**config.mk**
```make
export PLATFORM = sky130hd
export DESIGN_NAME = autorange_number_to_segments_unit_flat
export DESIGN_NICKNAME = d
export VERILOG_FILES = /design/src/hdl/arseg_pkg.sv /design/src/hdl/arseg_if.sv /design/src/hdl/autorange_number_to_segments_unit.sv /design/src/flat_wrapper.sv
export SDC_FILE = /design/constraint.sdc
export NUM_CORES = 1
export LEC_CHECK = 0
export BUFFER_PORTS_ARGS = -buffer_cell sky130_fd_sc_hd__buf_4
export CORE_MARGIN = 1.5
export CORE_UTILIZATION = 38
export DETAILED_ROUTE_END_ITERATION = 10
export HOLD_SLACK_MARGIN = 0.15
export PLACE_DENSITY = 0.57
export REMOVE_ABC_BUFFERS = 1
export SYNTH_ARGS = -nofsm -noshare
export SYNTH_HDL_FRONTEND = slang
export SYNTH_SLANG_ARGS = --single-unit
```
**constraint.sdc**
```tcl
create_clock -name clk -period 12.71 [get_ports clk]
set_input_delay 0 -clock clk [delete_from_list [all_inputs] [get_ports clk]]
set_output_delay 0 -clock clk [all_outputs]
set_load 0.01 [all_outputs]
```
**src/hdl/arseg_pkg.sv**
```systemverilog
`timescale 1ns / 1ps
`default_nettype none

package arseg_pkg;

	// display format selector
	typedef enum logic [1:0] {
		ACT_PLAIN = 2'd0,
		ACT_SPEED = 2'd1,
		ACT_TIME  = 2'd2,
		ACT_SPARE = 2'd3
	} action_t;

	localparam int unsigned VALUE_W = 24;
	localparam int unsigned SEG_W   = 8;
	localparam int unsigned CONV_W  = 20;            // binary bits fed to the BCD shifter
	localparam int unsigned BCD_W   = 24;            // six decimal digits
	localparam int unsigned DD_W    = BCD_W + CONV_W;

	// divide by ten: (v * ceil(2^27 / 10)) >> 27 is exact for all 24-bit v
	localparam logic [VALUE_W-1:0] RECIP_TEN   = 24'd13421773;
	localparam int unsigned        RECIP_SHIFT = 27;

	localparam logic [VALUE_W-1:0] PLAIN_LIMIT = 24'd9999;
	localparam logic [VALUE_W-1:0] FIXED_LIMIT = 24'd1000000;
	localparam logic [VALUE_W-1:0] TEN_THOU    = 24'd10000;
	localparam logic [VALUE_W-1:0] HUND_THOU   = 24'd100000;

	localparam logic [SEG_W-1:0] SEG_BLANK   = 8'hFF;
	localparam int unsigned      SEG_DOT_BIT = 4;

	// control word riding along the pipe
	typedef struct packed {
		logic       plain;
		logic       is_time;
		logic       over;
		logic [1:0] shift;
		logic [2:0] used;
	} ctrl_t;

	// active-low digit patterns
	function automatic logic [SEG_W-1:0] digit_code(input logic [3:0] d);
		logic [SEG_W-1:0] c;
		case (d)
			4'd0: c = 8'h14;
			4'd1: c = 8'h77;
			4'd2: c = 8'h1A;
			4'd3: c = 8'h52;
			4'd4: c = 8'h71;
			4'd5: c = 8'hD0;
			4'd6: c = 8'h90;
			4'd7: c = 8'h76;
			4'd8: c = 8'h10;
			4'd9: c = 8'h50;
			default: c = SEG_BLANK;
		endcase
		return c;
	endfunction

endpackage

`default_nettype wire

```
**src/hdl/arseg_if.sv**
```systemverilog
`timescale 1ns / 1ps
`default_nettype none

interface arseg_in_if;
	logic        valid;
	logic        ready;
	logic [1:0]  action;
	logic [23:0] value;

	modport source (output valid, output action, output value, input ready);
	modport sink   (input valid, input action, input value, output ready);
endinterface

interface arseg_out_if;
	logic       valid;
	logic       ready;
	logic [7:0] seg_rightmost;
	logic [7:0] seg_second;
	logic [7:0] seg_third;
	logic [7:0] seg_leftmost;

	modport source (output valid, output seg_rightmost, output seg_second,
		output seg_third, output seg_leftmost, input ready);
	modport sink   (input valid, input seg_rightmost, input seg_second,
		input seg_third, input seg_leftmost, output ready);
endinterface

`default_nettype wire

```
**src/hdl/autorange_number_to_segments_unit.sv**
```systemverilog
`timescale 1ns / 1ps
`default_nettype none

// Pipeline: a word taken into s1 moves on through s2, s3 and s4 and is presented on
// out_ch from the output register (five register stages).
// Throughput: one word per cycle unless out_ch stalls; the shift-add-3 BCD chain,
// cut over three stages, is the deepest path, with the /10 multiplier in the first stage.
// Stalls: the whole pipe holds while the output word waits.
// Reset: arst_n clears all stage valid bits at once; payload is not reset.
module autorange_number_to_segments_unit (
	input  wire logic  clk,
	input  wire logic  arst_n,
	arseg_in_if.sink   in_ch,
	arseg_out_if.source out_ch
);
	import arseg_pkg::*;

	// one shift-add-3 step over {bcd, binary}
	function automatic logic [DD_W-1:0] dd_step(input logic [DD_W-1:0] x);
		logic [DD_W-1:0] y;
		y = x;
		for (int i = 0; i < BCD_W / 4; i++) begin
			if (y[CONV_W + 4*i +: 4] >= 4'd5)
				y[CONV_W + 4*i +: 4] = y[CONV_W + 4*i +: 4] + 4'd3;
		end
		return {y[DD_W-2:0], 1'b0};
	endfunction

	// whole pipe moves together; output register frees as soon as it is taken
	logic adv;
	assign adv         = !out_ch.valid || out_ch.ready;
	assign in_ch.ready = adv;

	// ---------------- stage 1: capture, multiply by reciprocal of ten
	logic                   v_s1;
	logic [1:0]             act_s1;
	logic [VALUE_W-1:0]     value_s1;
	logic [2*VALUE_W-1:0]   prod_s1;

	// ---------------- stage 2: pick n, range flags, first BCD steps
	logic                   v_s2;
	ctrl_t                  ctrl_s2;
	logic [DD_W-1:0]        dd_s2;

	logic [VALUE_W-1:0]     n_c;
	ctrl_t                  ctrl_c;
	logic [DD_W-1:0]        dd2_c;

	always_comb begin
		logic [DD_W-1:0] x;
		// quotient fits well inside the product's top bits
		if (act_s1 == ACT_TIME)
			n_c = VALUE_W'(prod_s1[2*VALUE_W-1:RECIP_SHIFT]);
		else
			n_c = value_s1;

		ctrl_c.plain   = !(act_s1 == ACT_SPEED || act_s1 == ACT_TIME);
		ctrl_c.is_time = (act_s1 == ACT_TIME);
		ctrl_c.over    = ctrl_c.plain ? (value_s1 > PLAIN_LIMIT) : (n_c >= FIXED_LIMIT);
		// fixed modes: how far the shown digits move up
		if (n_c >= HUND_THOU)
			ctrl_c.shift = 2'd2;
		else if (n_c >= TEN_THOU)
			ctrl_c.shift = 2'd1;
		else
			ctrl_c.shift = 2'd0;
		// plain mode: count of lit digits
		if (value_s1 >= 24'd1000)
			ctrl_c.used = 3'd4;
		else if (value_s1 >= 24'd100)
			ctrl_c.used = 3'd3;
		else if (value_s1 >= 24'd10)
			ctrl_c.used = 3'd2;
		else
			ctrl_c.used = 3'd1;

		// overflowed values are replaced later, low bits are enough here
		x = {{BCD_W{1'b0}}, n_c[CONV_W-1:0]};
		for (int k = 0; k < 7; k++)
			x = dd_step(x);
		dd2_c = x;
	end

	// ---------------- stage 3 and 4: remaining BCD steps (7 + 6)
	logic                   v_s3;
	ctrl_t                  ctrl_s3;
	logic [DD_W-1:0]        dd_s3;
	logic                   v_s4;
	ctrl_t                  ctrl_s4;
	logic [DD_W-1:0]        dd_s4;

	logic [DD_W-1:0]        dd3_c;
	logic [DD_W-1:0]        dd4_c;

	always_comb begin
		logic [DD_W-1:0] x;
		x = dd_s2;
		for (int k = 0; k < 7; k++)
			x = dd_step(x);
		dd3_c = x;
	end

	always_comb begin
		logic [DD_W-1:0] x;
		x = dd_s3;
		for (int k = 0; k < 6; k++)
			x = dd_step(x);
		dd4_c = x;
	end

	// ---------------- stage 5: segment formatting into the output register
	logic [3:0][SEG_W-1:0]  seg_c;

	always_comb begin
		logic [BCD_W-1:0] bcd;
		logic [BCD_W-1:0] sh_bcd;
		logic [1:0]       dot;
		bcd    = dd_s4[DD_W-1:CONV_W];
		sh_bcd = bcd >> {ctrl_s4.shift, 2'b00};
		dot    = (ctrl_s4.is_time ? 2'd2 : 2'd3) - ctrl_s4.shift;
		for (int i = 0; i < 4; i++) begin
			if (ctrl_s4.plain) begin
				if (ctrl_s4.over)
					seg_c[i] = digit_code(4'd9);
				else if (i < int'(ctrl_s4.used))
					seg_c[i] = digit_code(bcd[4*i +: 4]);
				else
					seg_c[i] = SEG_BLANK;
			end else begin
				if (ctrl_s4.over)
					seg_c[i] = digit_code(4'd0);
				else begin
					seg_c[i] = digit_code(sh_bcd[4*i +: 4]);
					if (dot == 2'(i))
						seg_c[i][SEG_DOT_BIT] = 1'b0;
				end
			end
		end
	end

	// valid bits
	always_ff @(posedge clk or negedge arst_n) begin
		if (!arst_n) begin
			v_s1         <= 1'b0;
			v_s2         <= 1'b0;
			v_s3         <= 1'b0;
			v_s4         <= 1'b0;
			out_ch.valid <= 1'b0;
		end else if (adv) begin
			v_s1         <= in_ch.valid;
			v_s2         <= v_s1;
			v_s3         <= v_s2;
			v_s4         <= v_s3;
			out_ch.valid <= v_s4;
		end
	end

	// payload
	always_ff @(posedge clk) begin
		if (adv) begin
			act_s1   <= in_ch.action;
			value_s1 <= in_ch.value;
			prod_s1  <= {{VALUE_W{1'b0}}, in_ch.value} * {{VALUE_W{1'b0}}, RECIP_TEN};
			ctrl_s2  <= ctrl_c;
			dd_s2    <= dd2_c;
			ctrl_s3  <= ctrl_s2;
			dd_s3    <= dd3_c;
			ctrl_s4  <= ctrl_s3;
			dd_s4    <= dd4_c;
			out_ch.seg_rightmost <= seg_c[0];
			out_ch.seg_second    <= seg_c[1];
			out_ch.seg_third     <= seg_c[2];
			out_ch.seg_leftmost  <= seg_c[3];
		end
	end

endmodule

`default_nettype wire

```
**src/flat_wrapper.sv**
```systemverilog
// flat-port wrapper written by rule: the top's interface ports become plain ports
module autorange_number_to_segments_unit_flat import arseg_pkg::*;
  (clk, arst_n, in_ch_valid, in_ch_action, in_ch_value, in_ch_ready, out_ch_valid, out_ch_seg_rightmost, out_ch_seg_second, out_ch_seg_third, out_ch_seg_leftmost, out_ch_ready);
  arseg_in_if in_ch_i ();
  arseg_out_if out_ch_i ();
  input  wire logic clk;
  input  wire logic arst_n;
  input wire logic [$bits(in_ch_i.valid)-1:0] in_ch_valid;
  input wire logic [$bits(in_ch_i.action)-1:0] in_ch_action;
  input wire logic [$bits(in_ch_i.value)-1:0] in_ch_value;
  output wire logic [$bits(in_ch_i.ready)-1:0] in_ch_ready;
  output wire logic [$bits(out_ch_i.valid)-1:0] out_ch_valid;
  output wire logic [$bits(out_ch_i.seg_rightmost)-1:0] out_ch_seg_rightmost;
  output wire logic [$bits(out_ch_i.seg_second)-1:0] out_ch_seg_second;
  output wire logic [$bits(out_ch_i.seg_third)-1:0] out_ch_seg_third;
  output wire logic [$bits(out_ch_i.seg_leftmost)-1:0] out_ch_seg_leftmost;
  input wire logic [$bits(out_ch_i.ready)-1:0] out_ch_ready;
  assign in_ch_i.valid = in_ch_valid;
  assign in_ch_i.action = in_ch_action;
  assign in_ch_i.value = in_ch_value;
  assign in_ch_ready = in_ch_i.ready;
  assign out_ch_valid = out_ch_i.valid;
  assign out_ch_seg_rightmost = out_ch_i.seg_rightmost;
  assign out_ch_seg_second = out_ch_i.seg_second;
  assign out_ch_seg_third = out_ch_i.seg_third;
  assign out_ch_seg_leftmost = out_ch_i.seg_leftmost;
  assign out_ch_i.ready = out_ch_ready;
  autorange_number_to_segments_unit u_core (.clk(clk), .arst_n(arst_n), .in_ch(in_ch_i), .out_ch(out_ch_i));
endmodule
```
### Word level (Yosys, flattened, before mapping)

Memories as Yosys holds them, arrays and structs flattened. A register that Yosys moved wholly into a read port is not among the register bits.
Index checks and enable logic that the tools add are counted.

* register bits after elaboration: 211
* memory bits (read-only): 896
* input bits: 30
* output and inout bits: 34
* word-level logic and storage cells: 324
* memories: 8

Memory list
* (no name shown): words 16, bits a word 7, read ports 1, clocked after memory_dff 1, write ports 0, line arseg_pkg.sv:44 `case (d)`
* (no name shown): words 16, bits a word 7, read ports 1, clocked after memory_dff 0, write ports 0, line arseg_pkg.sv:44
* (no name shown): words 16, bits a word 7, read ports 1, clocked after memory_dff 1, write ports 0, line arseg_pkg.sv:44
* (no name shown): words 16, bits a word 7, read ports 1, clocked after memory_dff 0, write ports 0, line arseg_pkg.sv:44
* (no name shown): words 16, bits a word 7, read ports 1, clocked after memory_dff 1, write ports 0, line arseg_pkg.sv:44
* (no name shown): words 16, bits a word 7, read ports 1, clocked after memory_dff 0, write ports 0, line arseg_pkg.sv:44
* 2 more memories

* $add $sub $neg: 78
* multiply operators: 1
* $lt $le $gt $ge: 88
* eq/ne operators: 5
* shift operators: 1
* muxes and demuxes: 107
* reductions and logical operators: 5

Operators with widths (count)
* $ge A4 B3 Y1 const B: 71
* $mux W4: 70
* $add A4 B2 Y4 const B: 62
* $mux W8: 16
* $mul A24 B24 Y48 const B: 1
* $mux W3: 12
* $add A3 B2 Y3 const B: 9
* $ge A24 B10 Y1 const B: 1
* $ge A24 B14 Y1 const B: 1
* $ge A24 B17 Y1 const B: 1
* $ge A24 B20 Y1 const B: 1
* $ge A24 B4 Y1 const B: 1
* $ge A24 B7 Y1 const B: 1
* $gt A24 B14 Y1 const B: 1
* $mux W24: 1
* $shr A24 B4 Y16: 1
* $add A1 B2 Y3 const B: 4
* $ge A1 B3 Y1 const B: 4
* $add A3 B2 Y4 const B: 2
* $mux W1: 7
* $eq A2 B2 Y1 const B: 3
* $ge A3 B3 Y1 const B: 2
* $lt A1 B3 Y1 const A: 2
* $lt A2 B3 Y1 const A: 2
* 6 further kinds: 9

### Longest topological paths before layout

* word-level depth: 14
* gate-level depth with buffers: 38
* mapped depth without buffers: 37

### Worst setup path before layout

OpenSTA, ideal clock, no wires.

* kind: register to register
* start: register u_core.out_ch.valid
* end: register (tool-made name)
* setup time: 0.117 ns
* arrival: 8.097 ns
* required time: 12.593 ns
* setup slack: 4.497 ns
* stages on the path, launching flop included: 11
* buffers on the path: 3
* clock period less this slack: 8.213 ns
* cells stage by stage: dfrtp_1 > nor2b_1 > clkbuf_1 > inv_1 > buf_1 > clkbuf_1 > mux2i_1 > ha_1 > inv_1 > nor3_1 > nor2_1

RTL lines
* start, declared: line arseg_if.sv:22 `modport source (output valid, output seg_rightmost, output seg_second,`
* start signal, assigned: line autorange_number_to_segments_unit.sv:154 `out_ch.valid <= v_s4;`

### Worst setup path after layout

* start: input in_ch_value[16]
* end: register u_core.prod_s1[47], data pin

* word-level cells in the longest chain between the ends: 1

RTL lines
* start, declared: line flat_wrapper.sv:10 `input wire logic [$bits(in_ch_i.value)-1:0] in_ch_value;`
* $mul A24 B24 Y48: line autorange_number_to_segments_unit.sv:163 `prod_s1 <= {{VALUE_W{1'b0}}, in_ch.value} * {{VALUE_W{1'b0}}, RECIP_TEN};`
* end signal, assigned: line autorange_number_to_segments_unit.sv:163
* end, declared: line autorange_number_to_segments_unit.sv:38 `logic [2*VALUE_W-1:0] prod_s1;`

Every way passes these cells.
A chain may end at the register's enable or synchronous reset.

==> metrics.md <==
| Metric | Value |
|---|---|
| Status | finished clean |
| Aggregate routed wire length | 64.22 mm |
| Layout Nets | 3380 |
| Via count | 19378 |
| Antenna Cells | 0 |
| Seq cells post-synth | 206 |
| Final ANT Viol Nets | 0 |
| Most used cell, CP | fa_1 |
| Share of flip-flops with an asynchronous set or reset | 2.427% |
| Largest net degree at the start of global routing | 119 |
| Cell area after layout | 0.02852 mm^2 |
| Syn Area/Cell | 9.658 um^2 |
| DR DRC count | 0 |
| Detailed Route Iter0 Violations | 1163 |
| Via density | 5.305 |
| Synth-to-layout area growth | 9.529% |
| Footprint of the multi-input gates | 0.01814 mm^2 |
| Syn. warnings | 0 |
| Row count | 95 |
| Fmax | 0.1261 GHz |
| Delay-heaviest family, CP | adder cells |
| Mapped Cells | 2696 |
| Vias in the first global route | 19917 |
| Final GP Congestion | 0.8940 |
| Slowest cell delay on critical path | 720 ps |
| Unrepaired setup endpoints after global routing | false |
| Clock sinks | 206 |
| Hold Path Class | input port to flip-flop |
| Netlist Area Pre-Place | 0.02604 mm^2 |
| Primary FF master, synth | edfxtp_1 |
| Fillcell total | 6496 |
| Crit path max-delay cell type | a2111oi_0 |
| Reg clk slew, reported paths | 70 ps |
| Fin. Hold Viols | 0 |
| Resized Gates After CTS | 0 |
| CTS tree | built |
| CP Data Required Time | 13010 ps |
| Crit share post-route | 62.39% |
| Post-synthesis sequential area ratio | 22.59% |
| Cell Area, Placed | 0.02739 mm^2 |
| Clock latency on the worst-skew pair | 560 ps |
| Core ar. | 0.06751 mm^2 |
| Setup violators final | 0 |
| Share of layout cells above drive strength 1 | 9.029% |
| Global-route wire length before repair | 103.4 mm |
| Postcts setup bufs | 0 |
| Area of the die | 0.07010 mm^2 |
| TritonRoute pass-1 iters | 5 |
| Critical path capture point type | flip-flop |
| WS Path Type | input port to flip-flop |
| Slew Viols, Final | 0 |
| CP arrival | 8230 ps |
| Worst hold slack | 169.5 ps |
| Wirelength per Cell | 17.58 um |
| Seq. cell area | 0.005881 mm^2 |
| Global Route Usage Sum | 18.29% |
| Clock Tree Root | clkbuf_16 |
| Inst Count DP | 3577 |
| H-tree levels | 1 |
| Post-synth EDFFs | 173 |
| Worst clock skew | 24.21 ps |
| Post-synthesis cell type count | 117 |
| Relative slew margins | 26.31% |
| Initial antenna violation count | 0 |
| Global route total overflow | 0 |
| Max_cap viols | 0 |
| CTS Buf Count | 25 |
| Die Wd | 264.8 um |
| Chip Height | 264.8 um |
| PortBufs | 63 |
| CP Buf/Inv Count | 6 |
| Post-layout min period | 7929 ps |
| Layout Cells excl Fill | 3653 |
| HPWL after DPL | 52.02 mm |
| Setup tns final | 0 ps |
| Crit path launch type | input port |
| Number of I/O pins | 64 |
| Clock tree buffer depth | 3 |
| Initial Util | 38.57% |
| Slew @ Worst Pin | 1100 ps |
| Worst Path Max Fanout | 8 |
path summary, 6_finish.rpt:
kind,slack [ps],endpoint,cells past startpoint,from
worst max register to register,5210,flip-flop,32,u_core.dd_s3[28]
worst min register to register,420,u_core.ctrl_s4[7],0,u_core.ctrl_s3[7]
worst min-delay path,170,u_core.act_s1[0],2,in_ch_action[0]
max in group asynchronous,12150,u_core.v_s1,3,arst_n
worst max-delay path,4780,u_core.prod_s1[47],27,in_ch_value[16]
min in group asynchronous,360,u_core.out_ch.valid,3,arst_n
synthesized netlist by cell type, drive strengths merged (12+ instances only):
| master | instances | area, um^2 |
|---|---|---|
| nor3b | 13 | 117.6 |
| xnor2 | 49 | 436.7 |
| a21oi | 138 | 724.4 |
| xor2 | 14 | 130.1 |
| o21a | 23 | 172.7 |
| o22ai | 21 | 150.2 |
| ha | 367 | 4592 |
| nand3 | 31 | 160.1 |
| a21o | 38 | 285.3 |
| nor2 | 144 | 543.0 |
| nor2b | 29 | 196.4 |
| nand2b | 41 | 256.5 |
| clkbuf | 37 | 138.9 |
| and2 | 24 | 152.6 |
| buf | 22 | 116.4 |
| inv | 467 | 1753 |
| or2 | 22 | 137.6 |
| nor3 | 47 | 240.2 |
| o211a | 12 | 120.1 |
| or3 | 14 | 97.59 |
| o21ai | 160 | 819.5 |
| nand2 | 131 | 491.7 |
| a31oi | 26 | 181.4 |
| mux2 | 48 | 540.5 |
| mux2i | 75 | 758.2 |
| and3 | 15 | 93.84 |
| o211ai | 25 | 197.7 |
| fa | 221 | 4424 |
| dfxtp | 28 | 560.5 |
| a21boi | 15 | 112.6 |
| o31ai | 18 | 167.7 |
| a211oi | 35 | 277.8 |
| edfxtp | 173 | 5195 |
what timing repair did:
item	4_1_cts	5_1_grt
endpoints found under the setup margin	0	0
hold buffers	31	0
endpoints found under the hold margin	35	0
cell type report:
class,instances,share of cell area (%)
Multi-Input combinational cell,1961,63.60
Clock inverter,16,0.5221
Clock buffer,29,2.356
Sequential cell,206,20.62
Timing Repair Buffer,98,2.852
Inverter,470,6.217
Tap cell,873,3.830
stage by stage:
step / util [%] / setup slack (ps)
floorplan: - / 5887
global placement: 40.57 / 4914
detailed placement: 40.57 / 4760
CTS: 42.24 / 4770
global route: 42.24 / 4318
finish: 42.24 / 4781
routing by layer:
metal / vias up / track usage (%) / part of all wire [%]
met5: - / 0 / 0
met4: 0 / 4.741 / 2.5
met3: 86 / 1.514 / 2.5
met2: 306 / 33.93 / 50
met1: 9464 / 22.70 / 45
li1: 9522 / - / -
logic make-up (layout without fill, tap and decap cells):
family | count (synthesis) | count (layout) | share of synthesized area, %
and+or+nand+nor | 542 | 542 | 10.42
adders and majority gates | 588 | 588 | 34.63
xor gates and xnor gates | 64 | 64 | 2.263
buffers and inverters | 529 | 613 | 7.761
muxes | 125 | 125 | 5.161
DFF | 206 | 206 | 22.59
AOI/OAI and AO/OA | 642 | 642 | 17.18
cell usage in the layout, fill, tap and decap left out, types with 26 or more instances in the layout:
cell type      count
inv_1            459
a21oi_1          131
a21o_1            38
mux2_2            47
o21ai_0          137
dfxtp_1           28
buf_4             67
nand2_1          131
nand2b_1          41
xnor2_1           48
clkbuf_16         26
mux2i_1           73
dlygate4sd3_1     31
nor2_1           143
ha_1             367
edfxtp_1         173
fa_1             221
nor2b_1           26
nand3_1           30
nor3_1            46
a211oi_1          32
Power is not shown: default switching activity piles up to over one toggle a cycle in this logic, so the estimate is an artifact.
